==> config.mk <==
export PLATFORM = sky130hd
export DESIGN_NAME = color_keyed_sprite_blit_core
export DESIGN_NICKNAME = d
export VERILOG_FILES = /design/src/hw/rtl/ckb_pkg.sv /design/src/hw/rtl/ckb_front.sv /design/src/hw/rtl/ckb_fifo.sv /design/src/hw/rtl/ckb_back.sv /design/src/hw/rtl/color_keyed_sprite_blit_core.sv
export SDC_FILE = /design/constraint.sdc
export NUM_CORES = 1
export LEC_CHECK = 0
export BUFFER_PORTS_ARGS = -buffer_cell sky130_fd_sc_hd__clkbuf_2
export CORE_MARGIN = 8
export CORE_UTILIZATION = 40
export DETAILED_ROUTE_END_ITERATION = 8
export SYNTH_ARGS = -nofsm -noshare
export SYNTH_HDL_FRONTEND = slang
export SYNTH_HIERARCHICAL = 1
export SYNTH_SLANG_ARGS = --single-unit
==> constraint.sdc <==
create_clock -name clk_i -period 16.7 [get_ports clk_i]
set_input_delay 3.34 -clock clk_i [delete_from_list [all_inputs] [get_ports clk_i]]
set_output_delay 3.34 -clock clk_i [all_outputs]
set_load 0.005 [all_outputs]
==> src/hw/rtl/ckb_pkg.sv <==
// shared types and constants for the color keyed sprite blit core
// no dependencies; used by every module of the block
package ckb_pkg;

  localparam int unsigned COORD_BITS = 12;
  // screen coordinate is origin plus counter, one bit wider
  localparam int unsigned SCR_W      = COORD_BITS + 1;
  localparam int unsigned CHAN_W     = 8;
  localparam int unsigned COLOR_W    = 3 * CHAN_W;
  localparam int unsigned ADDR_W     = 26;
  localparam int unsigned BPP_W      = 3;
  localparam int unsigned PROD_W     = SCR_W + COORD_BITS;
  localparam int unsigned SUM_W      = PROD_W + 1;
  localparam int unsigned SCALED_W   = SUM_W + BPP_W;

  localparam int unsigned FIFO_DEPTH = 4;
  localparam int unsigned FIFO_PTR_W = 2;

  localparam int unsigned APB_AW     = 5;
  localparam int unsigned APB_DW     = 32;

  localparam logic [COORD_BITS-1:0] RST_SCREEN_WIDTH  = COORD_BITS'(1024);
  localparam logic [COORD_BITS-1:0] RST_SCREEN_HEIGHT = COORD_BITS'(768);
  localparam logic [BPP_W-1:0]      RST_BPP           = BPP_W'(3);
  localparam logic [COORD_BITS-1:0] RST_IMAGE_WIDTH   = COORD_BITS'(16);
  localparam logic [COORD_BITS-1:0] RST_IMAGE_HEIGHT  = COORD_BITS'(16);

  typedef enum logic [2:0] {
    REG_SCREEN_WIDTH  = 3'd0,
    REG_SCREEN_HEIGHT = 3'd1,
    REG_BPP           = 3'd2,
    REG_IMAGE_WIDTH   = 3'd3,
    REG_IMAGE_HEIGHT  = 3'd4,
    REG_ORIGIN_X      = 3'd5,
    REG_ORIGIN_Y      = 3'd6
  } reg_idx_e;

  typedef struct packed {
    logic [COORD_BITS-1:0] screen_width;
    logic [COORD_BITS-1:0] screen_height;
    logic [BPP_W-1:0]      bytes_per_pixel;
    logic [COORD_BITS-1:0] image_width;
    logic [COORD_BITS-1:0] image_height;
    logic [COORD_BITS-1:0] origin_x;
    logic [COORD_BITS-1:0] origin_y;
  } cfg_t;

  // one classified pixel as it travels from front to back
  typedef struct packed {
    logic               we;
    logic [SCR_W-1:0]   x;
    logic [SCR_W-1:0]   y;
    logic [COLOR_W-1:0] color;
    logic               done;
  } blit_item_t;

endpackage

==> src/hw/rtl/ckb_front.sv <==
// front end: takes source pixels, walks the image counters, clips and keys
// depends on ckb_pkg
module ckb_front (
  input  logic                    clk_i,
  input  logic                    rst_ni,
  input  ckb_pkg::cfg_t           cfg_i,
  input  logic                    valid_i,
  output logic                    ready_o,
  input  logic [ckb_pkg::CHAN_W-1:0] red_i,
  input  logic [ckb_pkg::CHAN_W-1:0] green_i,
  input  logic [ckb_pkg::CHAN_W-1:0] blue_i,
  output logic                    push_o,
  input  logic                    full_i,
  output ckb_pkg::blit_item_t     item_o
);
  import ckb_pkg::*;

  logic [COORD_BITS-1:0] col_q, col_d;
  logic [COORD_BITS-1:0] row_q, row_d;
  logic [SCR_W-1:0]      x, y;
  logic                  last_col, last_row, visible, opaque, we, fire;

  assign ready_o = !full_i;
  assign fire    = valid_i && !full_i;
  assign push_o  = fire;

  always_comb begin
    x        = {1'b0, cfg_i.origin_x} + {1'b0, col_q};
    y        = {1'b0, cfg_i.origin_y} + {1'b0, row_q};
    last_col = ({1'b0, col_q} + SCR_W'(1)) >= {1'b0, cfg_i.image_width};
    last_row = ({1'b0, row_q} + SCR_W'(1)) >= {1'b0, cfg_i.image_height};
    visible  = (x < {1'b0, cfg_i.screen_width}) && (y < {1'b0, cfg_i.screen_height});
    // a zero in any channel is the transparency key
    opaque   = (red_i != '0) && (green_i != '0) && (blue_i != '0);
    we       = visible && opaque;

    item_o.we    = we;
    item_o.x     = x;
    item_o.y     = y;
    item_o.color = we ? {red_i, green_i, blue_i} : '0;
    item_o.done  = last_col && last_row;

    col_d = col_q;
    row_d = row_q;
    if (fire) begin
      if (last_col) begin
        col_d = '0;
        row_d = last_row ? '0 : row_q + COORD_BITS'(1);
      end else begin
        col_d = col_q + COORD_BITS'(1);
      end
    end
  end

  always_ff @(posedge clk_i or negedge rst_ni) begin
    if (!rst_ni) begin
      col_q <= '0;
      row_q <= '0;
    end else begin
      col_q <= col_d;
      row_q <= row_d;
    end
  end

endmodule

==> src/hw/rtl/ckb_fifo.sv <==
// short queue of classified pixels between the front and the back end
// depends on ckb_pkg
module ckb_fifo (
  input  logic                clk_i,
  input  logic                rst_ni,
  input  logic                push_i,
  input  ckb_pkg::blit_item_t item_i,
  output logic                full_o,
  output logic                valid_o,
  input  logic                pop_i,
  output ckb_pkg::blit_item_t item_o
);
  import ckb_pkg::*;

  blit_item_t            mem_q [FIFO_DEPTH];
  logic [FIFO_PTR_W-1:0] wptr_q, wptr_d, rptr_q, rptr_d;
  logic [FIFO_PTR_W:0]   cnt_q, cnt_d;
  logic                  do_push, do_pop;

  assign full_o  = (cnt_q == (FIFO_PTR_W+1)'(FIFO_DEPTH));
  assign valid_o = (cnt_q != '0);
  assign item_o  = mem_q[rptr_q];
  assign do_push = push_i && !full_o;
  assign do_pop  = pop_i && valid_o;

  always_comb begin
    wptr_d = do_push ? wptr_q + FIFO_PTR_W'(1) : wptr_q;
    rptr_d = do_pop ? rptr_q + FIFO_PTR_W'(1) : rptr_q;
    cnt_d  = cnt_q;
    if (do_push && !do_pop) begin
      cnt_d = cnt_q + (FIFO_PTR_W+1)'(1);
    end else if (do_pop && !do_push) begin
      cnt_d = cnt_q - (FIFO_PTR_W+1)'(1);
    end
  end

  always_ff @(posedge clk_i or negedge rst_ni) begin
    if (!rst_ni) begin
      wptr_q <= '0;
      rptr_q <= '0;
      cnt_q  <= '0;
    end else begin
      wptr_q <= wptr_d;
      rptr_q <= rptr_d;
      cnt_q  <= cnt_d;
    end
  end

  always_ff @(posedge clk_i) begin
    if (do_push) begin
      mem_q[wptr_q] <= item_i;
    end
  end

endmodule

==> src/hw/rtl/ckb_back.sv <==
// back end: two stage address pipeline, the second stage being the output register
// depends on ckb_pkg
module ckb_back (
  input  logic                          clk_i,
  input  logic                          rst_ni,
  input  ckb_pkg::cfg_t                 cfg_i,
  input  logic                          valid_i,
  output logic                          pop_o,
  input  ckb_pkg::blit_item_t           item_i,
  output logic                          valid_o,
  input  logic                          ready_i,
  output logic                          we_o,
  output logic [ckb_pkg::ADDR_W-1:0]    addr_o,
  output logic [ckb_pkg::COLOR_W-1:0]   color_o,
  output logic                          done_o
);
  import ckb_pkg::*;

  // stage 1: row product
  logic                  s1_v_q;
  logic [PROD_W-1:0]     s1_prod_q;
  logic [SCR_W-1:0]      s1_x_q;
  logic                  s1_we_q, s1_done_q;
  logic [COLOR_W-1:0]    s1_color_q;
  // stage 2: output register
  logic                  s2_v_q;
  logic [ADDR_W-1:0]     s2_addr_q;
  logic [COLOR_W-1:0]    s2_color_q;
  logic                  s2_we_q, s2_done_q;

  logic                  adv1, adv2;
  logic [SUM_W-1:0]      lin;
  logic [SCALED_W-1:0]   scaled;

  assign adv2  = s1_v_q && (!s2_v_q || ready_i);
  assign adv1  = valid_i && (!s1_v_q || adv2);
  assign pop_o = adv1;

  always_comb begin
    lin    = SUM_W'(s1_prod_q) + SUM_W'(s1_x_q);
    scaled = SCALED_W'(lin) * SCALED_W'(cfg_i.bytes_per_pixel);
  end

  always_ff @(posedge clk_i or negedge rst_ni) begin
    if (!rst_ni) begin
      s1_v_q <= 1'b0;
      s2_v_q <= 1'b0;
    end else begin
      if (adv1) begin
        s1_v_q <= 1'b1;
      end else if (adv2) begin
        s1_v_q <= 1'b0;
      end
      if (adv2) begin
        s2_v_q <= 1'b1;
      end else if (ready_i) begin
        s2_v_q <= 1'b0;
      end
    end
  end

  always_ff @(posedge clk_i) begin
    if (adv1) begin
      s1_prod_q  <= PROD_W'(item_i.y) * PROD_W'(cfg_i.screen_width);
      s1_x_q     <= item_i.x;
      s1_we_q    <= item_i.we;
      s1_color_q <= item_i.color;
      s1_done_q  <= item_i.done;
    end
    if (adv2) begin
      // address wraps modulo the frame buffer span, zero when not written
      s2_addr_q  <= s1_we_q ? scaled[ADDR_W-1:0] : '0;
      s2_color_q <= s1_color_q;
      s2_we_q    <= s1_we_q;
      s2_done_q  <= s1_done_q;
    end
  end

  assign valid_o = s2_v_q;
  assign we_o    = s2_we_q;
  assign addr_o  = s2_addr_q;
  assign color_o = s2_color_q;
  assign done_o  = s2_done_q;

endmodule

==> src/hw/rtl/color_keyed_sprite_blit_core.sv <==
// Color keyed sprite blit core. Source pixels stream in one per transfer in
// raster order; each yields exactly one result transfer carrying the write
// flag (tuser), frame buffer byte address and packed color (tdata) and the
// end of image mark (tlast). A pixel is written only if it falls inside the
// screen and none of its channels is zero; otherwise address and color are
// zero. The core sustains one pixel per clock while the result side accepts: the
// front end classifies a pixel in the cycle it is taken, a four entry queue
// decouples it from the back end, and the back end computes the address in two
// registered stages (row product, then add and stride multiply), so a result
// is offered once its pixel has passed the queue and both stages. Registers
// sit on the APB port at byte offsets 0x00..0x18 and should only be written
// while the core is idle.
// depends on ckb_pkg, ckb_front, ckb_fifo, ckb_back
module color_keyed_sprite_blit_core (
  input  logic                        clk_i,
  input  logic                        rst_ni,
  // apb configuration port
  input  logic                        psel,
  input  logic                        penable,
  input  logic                        pwrite,
  input  logic [ckb_pkg::APB_AW-1:0]  paddr,
  input  logic [ckb_pkg::APB_DW-1:0]  pwdata,
  output logic [ckb_pkg::APB_DW-1:0]  prdata,
  output logic                        pready,
  // source pixels
  input  logic                        s_axis_tvalid,
  output logic                        s_axis_tready,
  input  logic [23:0]                 s_axis_tdata,  // red[7:0], green[15:8], blue[23:16]
  // frame buffer writes
  output logic                        m_axis_tvalid,
  input  logic                        m_axis_tready,
  output logic [55:0]                 m_axis_tdata,  // byte_address[25:0], color_word[49:26]
  output logic                        m_axis_tuser,  // write_enable
  output logic                        m_axis_tlast   // image_done
);
  import ckb_pkg::*;

  cfg_t               cfg_q, cfg_d;
  reg_idx_e           reg_idx;
  logic               wr_en;

  blit_item_t         front_item, fifo_item;
  logic               push, full, fifo_valid, pop;
  logic               out_we, out_done;
  logic [ADDR_W-1:0]  out_addr;
  logic [COLOR_W-1:0] out_color;

  assign pready  = 1'b1;
  assign wr_en   = psel && penable && pwrite;
  assign reg_idx = reg_idx_e'(paddr[4:2]);

  always_comb begin
    cfg_d  = cfg_q;
    prdata = '0;
    unique case (reg_idx)
      REG_SCREEN_WIDTH: begin
        prdata = APB_DW'(cfg_q.screen_width);
        if (wr_en) cfg_d.screen_width = pwdata[COORD_BITS-1:0];
      end
      REG_SCREEN_HEIGHT: begin
        prdata = APB_DW'(cfg_q.screen_height);
        if (wr_en) cfg_d.screen_height = pwdata[COORD_BITS-1:0];
      end
      REG_BPP: begin
        prdata = APB_DW'(cfg_q.bytes_per_pixel);
        if (wr_en) cfg_d.bytes_per_pixel = pwdata[BPP_W-1:0];
      end
      REG_IMAGE_WIDTH: begin
        prdata = APB_DW'(cfg_q.image_width);
        if (wr_en) cfg_d.image_width = pwdata[COORD_BITS-1:0];
      end
      REG_IMAGE_HEIGHT: begin
        prdata = APB_DW'(cfg_q.image_height);
        if (wr_en) cfg_d.image_height = pwdata[COORD_BITS-1:0];
      end
      REG_ORIGIN_X: begin
        prdata = APB_DW'(cfg_q.origin_x);
        if (wr_en) cfg_d.origin_x = pwdata[COORD_BITS-1:0];
      end
      REG_ORIGIN_Y: begin
        prdata = APB_DW'(cfg_q.origin_y);
        if (wr_en) cfg_d.origin_y = pwdata[COORD_BITS-1:0];
      end
      default: begin
        // unmapped offset: reads zero, writes ignored
        prdata = '0;
      end
    endcase
  end

  always_ff @(posedge clk_i or negedge rst_ni) begin
    if (!rst_ni) begin
      cfg_q.screen_width    <= RST_SCREEN_WIDTH;
      cfg_q.screen_height   <= RST_SCREEN_HEIGHT;
      cfg_q.bytes_per_pixel <= RST_BPP;
      cfg_q.image_width     <= RST_IMAGE_WIDTH;
      cfg_q.image_height    <= RST_IMAGE_HEIGHT;
      cfg_q.origin_x        <= '0;
      cfg_q.origin_y        <= '0;
    end else begin
      cfg_q <= cfg_d;
    end
  end

  ckb_front u_front (
    .clk_i   (clk_i),
    .rst_ni  (rst_ni),
    .cfg_i   (cfg_q),
    .valid_i (s_axis_tvalid),
    .ready_o (s_axis_tready),
    .red_i   (s_axis_tdata[7:0]),
    .green_i (s_axis_tdata[15:8]),
    .blue_i  (s_axis_tdata[23:16]),
    .push_o  (push),
    .full_i  (full),
    .item_o  (front_item)
  );

  ckb_fifo u_fifo (
    .clk_i   (clk_i),
    .rst_ni  (rst_ni),
    .push_i  (push),
    .item_i  (front_item),
    .full_o  (full),
    .valid_o (fifo_valid),
    .pop_i   (pop),
    .item_o  (fifo_item)
  );

  ckb_back u_back (
    .clk_i   (clk_i),
    .rst_ni  (rst_ni),
    .cfg_i   (cfg_q),
    .valid_i (fifo_valid),
    .pop_o   (pop),
    .item_i  (fifo_item),
    .valid_o (m_axis_tvalid),
    .ready_i (m_axis_tready),
    .we_o    (out_we),
    .addr_o  (out_addr),
    .color_o (out_color),
    .done_o  (out_done)
  );

  assign m_axis_tdata = {6'b0, out_color, out_addr};
  assign m_axis_tuser = out_we;
  assign m_axis_tlast = out_done;

endmodule

==> summary.txt <==
Crit path largest cell delay = 0.56 ns
Area Growth Syn to Fin = 10.59%
Total number of vias = 17270
Largest net degree at the start of global routing = 66
CP max-delay cell = clkbuf_2
DR iter-0 viols = 1246
Yosys cell types = 87
Commonest non-fill, non-tap cell in the layout = edfxtp_1
CP required = 13.36 ns
Setup CP Type = in2out
Final wirelength = 62.25 mm
CTS sink cnt = 432
FMAX = 117.6 MHz
Die Wd = 276.9 microns
Clk Latency, worst-skew pair = 0.58 ns
Clock-pin slew on the worst setup and hold paths = 0.06 ns
Avg Vias per Cell = 5.284
Filler Cell Count = 6146
Status = finished, final reports clean
All-layer global routing usage = 0.1606
Die Y = 276.9 microns
Hpwl dp = 44.35 mm
Vias in the first global route = 18000
CP max FO = 30
Cells after Synth = 2264
Worst-path cell chain = clkbuf_2 -> nand2b_1 -> a211oi_1 -> a211oi_1 -> clkbuf_2
Fin crit period = 8.505 ns
Share of cells above drive strength 1 = 0.1546
CTS max path bufs = 3
Setup-failing EPs final = 0
FP Rows = 95
Area of the multi-input gates = 13180 sq um
Post-synth EDFFs = 324
Worst slew pin tran = 1.137 ns
Max-slew violations = 0
Async SR Flop Fraction = 0.2500
Synth warnings = 6
Setup_tns = 0 ns
Startpoint type of the worst setup path = primary input
Port Buffers = 111
CTS Root Cell = clkbuf_16
Die Area = 76690 sq um
Starting density of the core = 0.4048
Register bit total from synthesis = 432
Post-route ant nets = 0
Hold Vio Cnt, Final = 0
Worst Path Buf+Inv = 2
CTS Buf Count = 47
Avg WL per Cell = 19.05 microns
Syn avg cell area = 12.03 sq um
Core ar. = 67280 sq um
Max_cap viols = 0
Hold_buf cts = 0
Initial antenna violation count = 1
Setup Fix Bufs, Post-CTS = 0
CTS tree = done
Worst hold path class = reg2reg
Seq/Total Area, Yosys = 0.4568
Global-route wire length before repair = 99.75 mm
Synthesized area = 27230 sq um
Aggregate global routing overflow = 0
Ys flop type = edfxtp_1
Final period util = 0.5093
I/O pins = 161
# DRC = 0
Slew headroom = 0.2370
PostCTS Resize Cnt = 0
CP arrival = 5.16 ns
H-tree levels = 2
Clock skew = 0.02197 ns
Most frequent cells in the layout = edfxtp_1, inv_1, nand2_1, ha_1, fa_1
First-pass iteration count of the detailed router = 5
Layout Nets = 2738
RSZ-0062 raised after global routing = no
CP top delay family = buffers and inverters
Crit end category = output port
Routability Congestion = 0.8882
Seq. cell area = 12450 sq um
==> final timing paths <==
check / end / startpoint / slack (ns) / cells past startpoint
max: prdata[4] / paddr[3] / 8.20 / 5
max in group asynchronous: cfg_q[50] / rst_ni / 12.65 / 2
min in group asynchronous: cfg_q[22] / rst_ni / 2.81 / 1
min reg2reg: u_back/color_o[15] / u_back/s1_color_q[15] / 0.42 / 0
min: u_back/color_o[15] / u_back/s1_color_q[15] / 0.42 / 0
max reg2reg: u_back/s1_prod_q[23] / u_fifo/rptr_q[0] / 9.72 / 20
==> metrics by stage <==
stage / hold slack, ns / setup WS, ns / utilization / cells / instance area [sq um]
after CTS: 0.4178 / 8.092 / 0.4476 / 3267 / 30110
after global routing: 0.4253 / 8.044 / 0.4476 / 3267 / 30110
after floorplan: 0.4003 / 6.747 / - / 2289 / 27330
after global placement: 0.4017 / 8.090 / 0.4225 / 3179 / 28430
final: 0.4178 / 8.195 / 0.4476 / 3268 / 30120
after detailed placement: 0.4045 / 8.093 / 0.4225 / 3179 / 28430
==> area by class of cell <==
| cell class | instances | share of cell area |
|---|---|---|
| multi-input cells | 1471 | 0.4377 |
| flip-flops and latches | 432 | 0.4133 |
| clock buffers | 51 | 0.04026 |
| well taps | 873 | 0.03627 |
| inverters | 279 | 0.03477 |
| repair buffers | 124 | 0.02177 |
| clock inverters | 37 | 0.01579 |
| diodes | 1 | 0.00008309 |
==> synthesized netlist by cell type, types with 48 or more instances <==
master / number / area share
nor2_1: 80 / 0.011
xnor2_1: 60 / 0.019
mux2_2: 80 / 0.033
o21ai_0: 73 / 0.013
nand2_1: 226 / 0.031
a21oi_1: 78 / 0.014
mux4_2: 48 / 0.040
and2_1: 83 / 0.019
ha_1: 177 / 0.081
inv_1: 279 / 0.038
dfrtp_1: 101 / 0.093
fa_1: 138 / 0.10
edfxtp_1: 324 / 0.36
==> registers in the layout, indices dropped and copies added (netlist names), 13 cells and up <==
| name | count |
|---|---|
| cfg_q | 75 |
| u_back/addr_o | 26 |
| u_back/color_o | 24 |
| u_back/s1_color_q | 24 |
| u_back/s1_prod_q | 25 |
| u_back/s1_x_q | 13 |
| u_fifo/mem_q | 208 |
==> kinds of logic (layout without fill, tap and decap cells) <==
| group | Yosys count | after routing | synth area share |
|---|---|---|---|
| compound gates | 315 | 315 | 0.07585 |
| xor+xnor | 89 | 89 | 0.02862 |
| fa+ha+maj | 315 | 315 | 0.1828 |
| buf+inv | 386 | 491 | 0.06340 |
| flops | 432 | 432 | 0.4568 |
| mux | 155 | 155 | 0.08532 |
| other cells | 2 | 28 | 0.0002758 |
| simple gates | 570 | 570 | 0.1070 |
==> routing by layer <==
metal	wire length (microns)	global-route usage
met5	0	0
met4	1491	0.04865
met3	2968	0.02266
met2	30000	0.2742
met1	27790	0.2111
Power is left out: the tool's default activity adds up to more than one toggle a clock period on the data nets, which glitch-free logic cannot reach.
